File: src/sv/plid_pkg.sv
// package with shared constants and types of the positional list block
`timescale 1ns / 1ps

package plid_pkg;

    localparam int DEPTH_DEF = 64;

    localparam int VAL_W  = 32;
    localparam int POS_W  = 7;
    localparam int IDX_W  = 6;
    localparam int CNT_W  = 7;
    localparam int MODE_W = 2;
    localparam int STAT_W = 2;

    localparam int S_DATA_W = 40;
    localparam int M_DATA_W = 48;
    localparam int M_PAD_W  = M_DATA_W - CNT_W - IDX_W - VAL_W;

    typedef enum logic [MODE_W-1:0] {
        MODE_APPEND = 2'd0,
        MODE_INSERT = 2'd1,
        MODE_DELETE = 2'd2,
        MODE_READ   = 2'd3
    } mode_t;

    typedef enum logic [STAT_W-1:0] {
        STAT_OK    = 2'd0,
        STAT_FULL  = 2'd1,
        STAT_RANGE = 2'd2,
        STAT_EMPTY = 2'd3
    } status_t;

    typedef enum logic [2:0] {
        ST_IDLE,
        ST_SHIFT_UP,
        ST_INS_WR,
        ST_SHIFT_DN,
        ST_RESP,
        ST_RD_OUT
    } state_t;

endpackage

File: src/sv/plid_ram.sv
// generic simple dual-port ram with registered read
`timescale 1ns / 1ps

module plid_ram #(
    parameter int WIDTH = 32,
    parameter int DEPTH = 64
) (
    input  logic                     clk,
    input  logic                     wr_en,
    input  logic [$clog2(DEPTH)-1:0] wr_addr,
    input  logic [WIDTH-1:0]         wr_data,
    input  logic [$clog2(DEPTH)-1:0] rd_addr,
    output logic [WIDTH-1:0]         rd_data
);

    logic [WIDTH-1:0] mem [DEPTH];

    always_ff @(posedge clk)
    begin
        if (wr_en)
        begin
            mem[wr_addr] <= wr_data;
        end
        rd_data <= mem[rd_addr];
    end

endmodule

File: src/sv/positional_list_insert_delete_top.sv
// top level of the positional list with insert, delete and read-out
`timescale 1ns / 1ps

// Ordered list of up to DEPTH signed 32-bit entries held in one RAM with a registered
// read. One request is worked at a time. A read-out gives one result per cycle while
// the sink is ready. Insert and delete move one entry per cycle through the RAM's
// single write port. A finished result waits in an output register, so the next
// request is taken while it is still unclaimed.
module positional_list_insert_delete_top #(
    parameter int DEPTH = plid_pkg::DEPTH_DEF
) (
    input  logic                          clk,
    input  logic                          rst_n,
    input  logic                          s_tvalid,
    output logic                          s_tready,
    // position [6:0], value [38:7], zero [39]
    input  logic [plid_pkg::S_DATA_W-1:0] s_tdata,
    // mode [1:0]
    input  logic [plid_pkg::MODE_W-1:0]   s_tuser,
    output logic                          m_tvalid,
    input  logic                          m_tready,
    // value_res [31:0], index [37:32], entry_count [44:38], zero [47:45]
    output logic [plid_pkg::M_DATA_W-1:0] m_tdata,
    // status [1:0]
    output logic [plid_pkg::STAT_W-1:0]   m_tuser,
    output logic                          m_tlast
);

    import plid_pkg::*;

    localparam int AW = $clog2(DEPTH);
    localparam int CW = $clog2(DEPTH + 1);

    state_t           state_reg, state_next;
    logic [CW-1:0]    count_reg, count_next;
    logic [AW-1:0]    ptr_reg, ptr_next;
    logic [AW-1:0]    at_reg, at_next;
    logic [VAL_W-1:0] val_reg, val_next;
    logic             first_reg, first_next;
    logic [VAL_W-1:0] res_value_reg, res_value_next;
    logic [IDX_W-1:0] res_index_reg, res_index_next;
    status_t          res_status_reg, res_status_next;

    logic             m_valid_reg, m_valid_next;
    logic [VAL_W-1:0] out_value_reg, out_value_next;
    logic [IDX_W-1:0] out_index_reg, out_index_next;
    logic [CNT_W-1:0] out_count_reg, out_count_next;
    status_t          out_status_reg, out_status_next;
    logic             out_last_reg, out_last_next;
    logic             out_load;
    logic             out_free;

    logic             wr_en;
    logic [AW-1:0]    wr_addr;
    logic [VAL_W-1:0] wr_data;
    logic [AW-1:0]    rd_addr;
    logic [VAL_W-1:0] rd_data;

    mode_t            in_mode;
    logic [POS_W-1:0] in_position;
    logic [VAL_W-1:0] in_value;
    logic             s_accept;
    logic [POS_W-1:0] count_pos;
    logic [POS_W-1:0] ins_at;
    logic             ins_full;
    logic             ins_range;
    logic             list_empty;
    logic             del_range;
    logic [AW-1:0]    last_addr;

    assign in_mode     = mode_t'(s_tuser);
    assign in_position = s_tdata[POS_W-1:0];
    assign in_value    = s_tdata[POS_W+VAL_W-1:POS_W];
    assign s_tready    = (state_reg == ST_IDLE);
    assign s_accept    = s_tvalid && s_tready;

    assign count_pos  = POS_W'(count_reg);
    assign ins_at     = (in_mode == MODE_APPEND) ? count_pos : in_position;
    assign ins_full   = (count_reg >= CW'(DEPTH));
    assign ins_range  = (ins_at > count_pos);
    assign list_empty = (count_reg == '0);
    assign del_range  = (in_position >= count_pos);
    assign last_addr  = AW'(count_reg - 1'b1);

    assign out_free = !m_valid_reg || m_tready;

    plid_ram #(
        .WIDTH (VAL_W),
        .DEPTH (DEPTH)
    ) u_ram (
        .clk     (clk),
        .wr_en   (wr_en),
        .wr_addr (wr_addr),
        .wr_data (wr_data),
        .rd_addr (rd_addr),
        .rd_data (rd_data)
    );

    // next state
    always_comb
    begin
        state_next = state_reg;
        unique case (state_reg)
            ST_IDLE:
            begin
                if (s_accept)
                begin
                    unique case (in_mode)
                        MODE_APPEND, MODE_INSERT:
                        begin
                            if (ins_full || ins_range)
                            begin
                                state_next = ST_RESP;
                            end
                            else if (ins_at == count_pos)
                            begin
                                state_next = ST_INS_WR;
                            end
                            else
                            begin
                                state_next = ST_SHIFT_UP;
                            end
                        end
                        MODE_DELETE:
                        begin
                            state_next = (list_empty || del_range) ? ST_RESP : ST_SHIFT_DN;
                        end
                        MODE_READ:
                        begin
                            state_next = list_empty ? ST_RESP : ST_RD_OUT;
                        end
                    endcase
                end
            end
            ST_SHIFT_UP:
            begin
                if (ptr_reg == at_reg)
                begin
                    state_next = ST_INS_WR;
                end
            end
            ST_INS_WR:
            begin
                state_next = ST_RESP;
            end
            ST_SHIFT_DN:
            begin
                if (ptr_reg == last_addr)
                begin
                    state_next = ST_RESP;
                end
            end
            ST_RESP:
            begin
                if (out_free)
                begin
                    state_next = ST_IDLE;
                end
            end
            ST_RD_OUT:
            begin
                if (out_free && (ptr_reg == last_addr))
                begin
                    state_next = ST_IDLE;
                end
            end
        endcase
    end

    // datapath and ram control
    always_comb
    begin
        ptr_next        = ptr_reg;
        at_next         = at_reg;
        val_next        = val_reg;
        first_next      = first_reg;
        count_next      = count_reg;
        res_value_next  = res_value_reg;
        res_index_next  = res_index_reg;
        res_status_next = res_status_reg;
        rd_addr         = ptr_reg;
        wr_en           = 1'b0;
        wr_addr         = ptr_reg;
        wr_data         = rd_data;
        out_load        = 1'b0;
        out_value_next  = out_value_reg;
        out_index_next  = out_index_reg;
        out_count_next  = out_count_reg;
        out_status_next = out_status_reg;
        out_last_next   = out_last_reg;

        unique case (state_reg)
            ST_IDLE:
            begin
                if (s_accept)
                begin
                    val_next       = in_value;
                    res_index_next = '0;
                    unique case (in_mode)
                        MODE_APPEND, MODE_INSERT:
                        begin
                            res_value_next = in_value;
                            if (ins_full)
                            begin
                                res_status_next = STAT_FULL;
                            end
                            else if (ins_range)
                            begin
                                res_status_next = STAT_RANGE;
                            end
                            else
                            begin
                                res_status_next = STAT_OK;
                                res_index_next  = IDX_W'(ins_at);
                                at_next         = AW'(ins_at);
                                ptr_next        = last_addr;
                                rd_addr         = last_addr;
                            end
                        end
                        MODE_DELETE:
                        begin
                            res_value_next = '0;
                            if (list_empty)
                            begin
                                res_status_next = STAT_EMPTY;
                            end
                            else if (del_range)
                            begin
                                res_status_next = STAT_RANGE;
                            end
                            else
                            begin
                                res_status_next = STAT_OK;
                                res_index_next  = IDX_W'(in_position);
                                ptr_next        = AW'(in_position);
                                rd_addr         = AW'(in_position);
                                first_next      = 1'b1;
                            end
                        end
                        MODE_READ:
                        begin
                            res_value_next  = '0;
                            res_status_next = STAT_EMPTY;
                            ptr_next        = '0;
                            rd_addr         = '0;
                        end
                    endcase
                end
            end
            ST_SHIFT_UP:
            begin
                wr_en   = 1'b1;
                wr_addr = AW'(ptr_reg + 1'b1);
                if (ptr_reg != at_reg)
                begin
                    ptr_next = AW'(ptr_reg - 1'b1);
                    rd_addr  = AW'(ptr_reg - 1'b1);
                end
            end
            ST_INS_WR:
            begin
                wr_en      = 1'b1;
                wr_addr    = at_reg;
                wr_data    = val_reg;
                count_next = CW'(count_reg + 1'b1);
            end
            ST_SHIFT_DN:
            begin
                first_next = 1'b0;
                if (first_reg)
                begin
                    res_value_next = rd_data;
                end
                else
                begin
                    wr_en   = 1'b1;
                    wr_addr = AW'(ptr_reg - 1'b1);
                end
                if (ptr_reg == last_addr)
                begin
                    count_next = CW'(count_reg - 1'b1);
                end
                else
                begin
                    ptr_next = AW'(ptr_reg + 1'b1);
                    rd_addr  = AW'(ptr_reg + 1'b1);
                end
            end
            ST_RESP:
            begin
                if (out_free)
                begin
                    out_load        = 1'b1;
                    out_value_next  = res_value_reg;
                    out_index_next  = res_index_reg;
                    out_count_next  = CNT_W'(count_reg);
                    out_status_next = res_status_reg;
                    out_last_next   = 1'b1;
                end
            end
            ST_RD_OUT:
            begin
                // hold the read on the same entry while the output stalls
                if (out_free)
                begin
                    out_load        = 1'b1;
                    out_value_next  = rd_data;
                    out_index_next  = IDX_W'(ptr_reg);
                    out_count_next  = CNT_W'(count_reg);
                    out_status_next = STAT_OK;
                    out_last_next   = (ptr_reg == last_addr);
                    if (ptr_reg != last_addr)
                    begin
                        ptr_next = AW'(ptr_reg + 1'b1);
                        rd_addr  = AW'(ptr_reg + 1'b1);
                    end
                end
            end
        endcase

        if (out_load)
        begin
            m_valid_next = 1'b1;
        end
        else
        begin
            m_valid_next = m_valid_reg && !m_tready;
        end
    end

    always_ff @(posedge clk or negedge rst_n)
    begin
        if (!rst_n)
        begin
            state_reg   <= ST_IDLE;
            count_reg   <= '0;
            m_valid_reg <= 1'b0;
        end
        else
        begin
            state_reg   <= state_next;
            count_reg   <= count_next;
            m_valid_reg <= m_valid_next;
        end
    end

    always_ff @(posedge clk)
    begin
        ptr_reg        <= ptr_next;
        at_reg         <= at_next;
        val_reg        <= val_next;
        first_reg      <= first_next;
        res_value_reg  <= res_value_next;
        res_index_reg  <= res_index_next;
        res_status_reg <= res_status_next;
        out_value_reg  <= out_value_next;
        out_index_reg  <= out_index_next;
        out_count_reg  <= out_count_next;
        out_status_reg <= out_status_next;
        out_last_reg   <= out_last_next;
    end

    assign m_tvalid = m_valid_reg;
    assign m_tdata  = {{M_PAD_W{1'b0}}, out_count_reg, out_index_reg, out_value_reg};
    assign m_tuser  = out_status_reg;
    assign m_tlast  = out_last_reg;

`ifndef SYNTH
    a_count_bound: assert property (@(posedge clk) disable iff (!rst_n)
        count_reg <= CW'(DEPTH))
        else $error("entry count above depth");

    a_count_step: assert property (@(posedge clk) disable iff (!rst_n)
        (count_reg == $past(count_reg)) || (count_reg == CW'($past(count_reg) + 1'b1))
        || (CW'(count_reg + 1'b1) == $past(count_reg)))
        else $error("entry count moved by more than one");

    a_load_free: assert property (@(posedge clk) disable iff (!rst_n)
        out_load |-> (!m_valid_reg || m_tready))
        else $error("output register overwritten while stalled");

    a_shift_addr: assert property (@(posedge clk) disable iff (!rst_n)
        ((state_reg == ST_SHIFT_UP || state_reg == ST_SHIFT_DN) && wr_en)
        |-> (wr_addr != rd_addr))
        else $error("shift reads and writes the same entry");
`endif

endmodule

File: config.mk
export PLATFORM = sky130hd
export DESIGN_NAME = positional_list_insert_delete_top
export DESIGN_NICKNAME = d
export VERILOG_FILES = /design/src/sv/plid_pkg.sv /design/src/sv/plid_ram.sv /design/src/sv/positional_list_insert_delete_top.sv
export SDC_FILE = /design/constraint.sdc
export NUM_CORES = 2
export LEC_CHECK = 0
export ABC_AREA = 1
export BUFFER_PORTS_ARGS = -buffer_cell sky130_fd_sc_hd__buf_4
export CELL_PAD_IN_SITES_DETAIL_PLACEMENT = 0
export CELL_PAD_IN_SITES_GLOBAL_PLACEMENT = 1
export CORE_MARGIN = 3
export CORE_UTILIZATION = 36
export DETAILED_ROUTE_END_ITERATION = 10
export PLACE_DENSITY_LB_ADDON = 0.1
export SETUP_SLACK_MARGIN = 0.1
export SLEW_MARGIN = 20
export SYNTH_ARGS = -nofsm -noshare
export SYNTH_HDL_FRONTEND = slang
export SYNTH_SLANG_ARGS = --single-unit
File: constraint.sdc
create_clock -name clk -period 3.9 [get_ports clk]
set_input_delay 0.78 -clock clk [delete_from_list [all_inputs] [get_ports clk]]
set_output_delay 0.78 -clock clk [all_outputs]
set_load 0.1 [all_outputs]
=== Yosys cells after proc, flatten, opt, wreduce, memory -nomap -nowiden ===
Memory sizes are Yosys's and may differ from the RTL's. A register that Yosys moved wholly into a read port is not among the register bits.
Index checks and enable logic that the tools add are counted.

* Memories: 1
* Output and inout port bits: 53
* Bits in registers: 144
* Bits of input ports: 46
* Bits in writable memories: 2048
* Word-level logic and storage cells: 140

{| class="wikitable"
|+ Memories
! memory !! depth !! width !! rd ports !! clocked after memory_dff !! wr ports !! line !! source
|-
| u_ram.mem || 64 || 32 || 1 || 1 || 1 || plid_ram.sv:16 || <nowiki>logic [WIDTH-1:0] mem [DEPTH];</nowiki>
|}

* Equality and inequality tests: 23
* Add/subtract/negate cells: 4
* Multiplexer cells: 66
* Bitwise logic cells: 2
* Reductions and logical operators: 26
* Magnitude comparators: 3

{| class="wikitable"
|+ Operators by type and width
! cell !! count
|-
| one-hot mux 32 bit (2 select lines) || 3
|-
| two-way mux 32 bit || 5
|-
| two-way mux 6 bit || 16
|-
| one-hot mux 6 bit (3 select lines) || 2
|-
| one-hot mux 6 bit (2 select lines) || 2
|-
| one-hot mux 6 bit (4 select lines) || 1
|-
| two-way mux 3 bit || 7
|-
| one-hot mux 3 bit (6 select lines) || 1
|-
| != test 2 bit (second input constant) || 8
|-
| AND reduction 5 bit || 3
|-
| two-way mux 2 bit || 7
|-
| two-way mux 7 bit || 2
|-
| one-hot mux 7 bit (2 select lines) || 1
|-
| two-way mux 1 bit || 13
|-
| == test 6 bit || 2
|-
| != test 6 bit || 2
|-
| one-hot mux 3 bit (3 select lines) || 1
|-
| OR reduction 2 bit || 4
|-
| adder 7 x 1 -> 7 bit (second input constant) || 1
|-
| == test 7 bit || 1
|-
| greater-or-equal comparator 7 bit || 1
|-
| greater-or-equal comparator 7 bit (second input constant) || 1
|-
| greater-than comparator 7 bit || 1
|-
| logical NOT 7 bit || 1
|-
| 21 further kinds || 38
|}

=== Longest topological paths before layout ===
* Depth in word-level cells: 8
* Mapped depth: 29
* Gate-level depth less buffers: 25

=== Modules after synthesis ===
From an unflattened synthesis, not the netlist that was laid out.

* Cell total of the unflattened synthesis: 7603
* Area, all modules: 90281.6 sq um

{| class="wikitable"
|+ By module, submodules not included
! module !! area each (sq um) !! sequential area each (sq um) !! cells an instance !! instances
|-
| plid_ram || 82785.6 || 62139.6 || 6785 || 1
|-
| positional_list_insert_delete_top || 7495.9 || 4209.0 || 818 || 1
|}

=== Least setup slack after synthesis ===
OpenSTA, ideal clock, no wires.

* Path kind: reg2reg
* Start point: reg state_reg[1]
* End point: mem u_ram.mem[0][0], data pin
* Cell stages (with the launch flop): 8
* Data arrival time: 3582 ps
* Buffers on the path: 2
* Clock period less this slack: 4284 ps
* Required time: 3198 ps
* Path slack: -384 ps
* Library setup time: 702 ps
* Cell sequence: dfrtp_1 > inv_1 > nor2_1 > inv_1 > nor2_1 > clkbuf_1 > buf_1 > o21ai_0

* Longest elaborated chain between the ends: 2

{| class="wikitable"
|+ Ends and longest elaborated chain
! element !! line !! source
|-
| from (decl) || positional_list_insert_delete_top.sv:34 || <nowiki>state_t state_reg, state_next;</nowiki>
|-
| from (signal assigned) || positional_list_insert_delete_top.sv:341 || <nowiki>state_reg <= state_next;</nowiki>
|-
| == test 3 x 2 -> 1 bit || positional_list_insert_delete_top.sv:192 || <nowiki>unique case (state_reg)</nowiki>
|-
| two-way mux 32 bit || positional_list_insert_delete_top.sv:192 ||
|-
| net u_ram.wr_data[0] || plid_ram.sv:11 || <nowiki>input logic [WIDTH-1:0] wr_data,</nowiki>
|-
| to (decl) || plid_ram.sv:16 ||
|}

The timed path passes the listed nets, and every way through them passes these cells.

=== Worst setup path after layout ===
* Start point: reg count_reg[6], in the netlist count_pos[6]
* End point: reg u_ram.rd_data[3] (read register of u_ram.mem)

* Longest elaborated chain between the ends: 7
* Elaborated cells between the ends (all ways): 12
* Classes of those cells: order compare (3); mux (8); reduce/logical (1)

{| class="wikitable"
|+ Ends and longest elaborated chain
! element !! line !! source
|-
| from (decl) || positional_list_insert_delete_top.sv:35 || <nowiki>logic [CW-1:0] count_reg, count_next;</nowiki>
|-
| from (signal assigned) || positional_list_insert_delete_top.sv:342 || <nowiki>count_reg <= count_next;</nowiki>
|-
| two-way mux 7 bit || positional_list_insert_delete_top.sv:78 || <nowiki>assign ins_at = (in_mode == MODE_APPEND) ? count_pos : in_position;</nowiki>
|-
| greater-than comparator 7 bit || positional_list_insert_delete_top.sv:80 || <nowiki>assign ins_range = (ins_at > count_pos);</nowiki>
|-
| two-way mux 6 bit (2 in series) || n/a ||
|-
| one-hot mux 6 bit (3 select lines) (*) || n/a ||
|-
| two-way mux 6 bit (*) || n/a ||
|-
| one-hot mux 6 bit (4 select lines) (*) || n/a ||
|-
| to (decl) || plid_ram.sv:13 || <nowiki>output logic [WIDTH-1:0] rd_data</nowiki>
|}

Mark *: on every way between the ends. The rest lies on a longest branch, timed or not.
A chain may end at the register's enable or synchronous reset.

==> metrics.md <==
| Metric | Value |
|---|---|
| Crit end category | register |
| HPWL after detailed placement | roughly 190000 um |
| Max reg flops | 2048 |
| Area growth, synth to finish | 24.0% |
| DRT Pass-1 Iters | 6 |
| Rows | between 150 and 200 |
| Yosys top cell area share | 0.711 |
| CP max FO | 16 |
| Drt wl/cell | approximately 27 um |
| CTS Root Cell | clkbuf_16 |
| Clk_skew | around 0.034 ns |
| Vias per inst | 5.50 |
| Final Hold Violating Endpoints | 0 |
| Clock transition at the registers of the reported paths | around 0.06 ns |
| GR Overflow Total | 0 |
| Number of synthesized register bits | 2224 |
| Die Span Y | between 500 and 600 um |
| Crit path DAT | between 4 and 5 ns |
| Critical Path Start Type | register |
| Status | complete, no violations |
| Vias | between 60000 and 70000 |
| Pin count of the biggest net entering global routing | 80 |
| CTS sink cnt | roughly 2200 |
| Top_reg_cell synth | edfxtp_1 |
| Fmax | approximately 270 MHz |
| Period minus WS final | ~3.7 ns |
| Syn avg cell area | ~12 um^2 |
| Most frequent cells in the layout | nand3_1 (2915), edfxtp_1 (2175), nand2_1 (1361) |
| IO Count | between 90 and 100 |
| All-Layer GR Usage | 0.234 |
| Least-Margin Pin Slew | roughly 1.1 ns |
| Ratio of cells with drive above 1 in the final layout | 0.178 |
| Global-route wire length before repair | roughly 450000 um |
| Inst Count DP | roughly 11000 |
| Post-synth top area cell | edfxtp_1 |
| Maxcap violations | 0 |
| Global placer's final weighted congestion | approximately 0.85 |
| Seq/Total Area, Yosys | 0.722 |
| Vias in the first global route | just over 60000 |
| Max Transition Viols Final | 0 |
| Clock Path Buffers | 3 |
| Clk Latency, worst-skew pair | 0.89 ns |
| Number of flops mapped to enable cells by yosys | about 2200 |
| Ys Warns | 0 |
| Drt initial violations | approximately 6200 |
| Yosys cell types | 41 |
| WP data required | approximately 4.7 ns |
| Largest register by flop count | u_ram.mem |
| Post-layout util | 0.451 |
| Commonest non-fill, non-tap cell in the layout | nand3_1 |
| Initial antenna violation count | 11 |
| Slew headroom | 0.253 |
| Filler Cell Count | between 20000 and 25000 |
| RSZ-0062 raised after global routing | yes |
| Final setup fails | 0 |
| Worst hold path type | in -> reg |
| Post-synth ARST share | 0.00495 |
| Number of CTS-inserted buffers | around 240 |
| H-tree depth | 4 |
| Placeable core area | between 0.2 and 0.3 mm^2 |
| Mapped Cells | 7669 |
| Starting Density | 0.364 |
| Die Area | between 0.2 and 0.3 mm^2 |
| Crit path kind | reg -> reg |
| ANT nets after route | 0 |
| Final #Nets | 8312 |
| Top area cells in the synthesized netlist | edfxtp_1 (71%), nand3_1 (16%), nand2_1 (5.6%), buf_2 (1.9%), dfxtp_1 (0.83%) |
| Final period util | 0.953 |
| Fin cells | 11801 |
| WL final | around 320000 um |
| Post-synthesis cell area | roughly 0.092 mm^2 |
| Port-buffer cells | 94 |
| Drc violations | 0 |
| CTS tree | yes |
| DIE WIDTH | around 510 um |
| Final Hold Slack | between 0.08 and 0.09 ns |
## critical path: stages, from the launching register on
cell and delay [ns]:
dfrtp_1 0.38, inv_2 0.13, ha_4 0.22, nand2_1 0.08, inv_1 0.05, a21oi_2 0.13
nand4_1 0.24, nand2_2 0.17, buf_4 0.12, nand3_1 0.08, nand2_2 0.11, nand2_4 0.09
nand2_8 0.15, buf_16 0.21, buf_16 0.21, buf_4 0.14, bufbuf_16 0.28, nand3_1 0.08
nand3_1 0.10, nand3_1 0.09, nand3_1 0.20, nand3_1 0.10, nand2_1 0.08, nand2_1 0.06
nand2_1 0.06
## metrics by stage
stage / setup slack (ns) / TNS, ns / instance area, um^2
2_1_floorplan: -0.384 / -279.43 / 91900
3_3_place_gp: -1.08 / -28.66 / 103000
3_5_place_dp: -0.969 / -25.31 / 103000
4_1_cts: 0.0702 / 0 / 112000
5_1_grt: -0.00297 / -0.00297 / 114000
6_report: 0.183 / 0 / 114000
## final timing paths
kind                                   startpoint                to  slack (ns)  cells after the start
worst max-delay path                 count_pos[6]  u_ram.rd_data[3]        0.18                     24
worst min-delay path                  s_tdata[38]       val_reg[31]        0.08                      1
worst max register to register       count_pos[6]  u_ram.rd_data[3]        0.18                     24
worst min register to register  res_status_reg[1]        m_tuser[1]        0.52                      2
max in group asynchronous                   rst_n      count_pos[0]        3.42                      2
min in group asynchronous                   rst_n      state_reg[2]        0.28                      2
## cells in the mapped netlist, types with 3 or more instances
master and count:
nand3_1 3015, edfxtp_1 2175, nand2_1 1375, buf_2 351, clkbuf_1 137, o21ai_0 118
nor2_1 117, inv_1 92, buf_4 45, buf_1 44, dfxtp_1 38, a21oi_1 30
ha_1 19, buf_6 17, xor2_1 15, dfrtp_1 11, inv_2 10, o211ai_1 9
nand2_2 7, nand4_1 7, nor2_2 7, o221ai_1 4, o22ai_1 3
## layer usage
layer | global-route usage | up-vias | part of all wire
met5 | 0 | - | 0
met4 | 0.0491 | 0 | 0.019
met2 | 0.369 | 2257 | 0.46
li1 | - | 29346 | -
met3 | 0.0366 | 346 | 0.065
met1 | 0.341 | 32990 | 0.45
## logic make-up after synthesis
| logic type | synth area share |
|---|---|
| adders and majority gates | 0.00259 |
| buffers and inverters | 0.0365 |
| other | 0.0000408 |
| DFF | 0.722 |
| and+or+nand+nor | 0.227 |
| AOI/OAI and AO/OA | 0.0105 |
| xor gates and xnor gates | 0.00162 |
## what timing repair did
action | in CTS | in global routing
buffers inserted | 31 | 59
setup endpoints to repair | 31 | 32
gates cloned | 9 | 28
endpoints found under the hold margin | 25 | 0
pin swaps | 8 | 35
hold buffers | 15 | 0
resized for setup | 77 | 202
## final cells by class
type / count / area [um^2] / area share
inverter: 103 / 428 / 0.00375
clock buffer: 327 / 6420 / 0.0563
tap: 3348 / 4190 / 0.0368
sequential: 2224 / 66300 / 0.582
clock inverter: 118 / 1110 / 0.00976
multi-input combinational: 4750 / 23900 / 0.210
timing repair buffer: 929 / 11500 / 0.101
antenna: 2 / 5.00 / 0.0000439
Power is not shown: default switching activity piles up to over one toggle a cycle in this logic, so the estimate is an artifact.
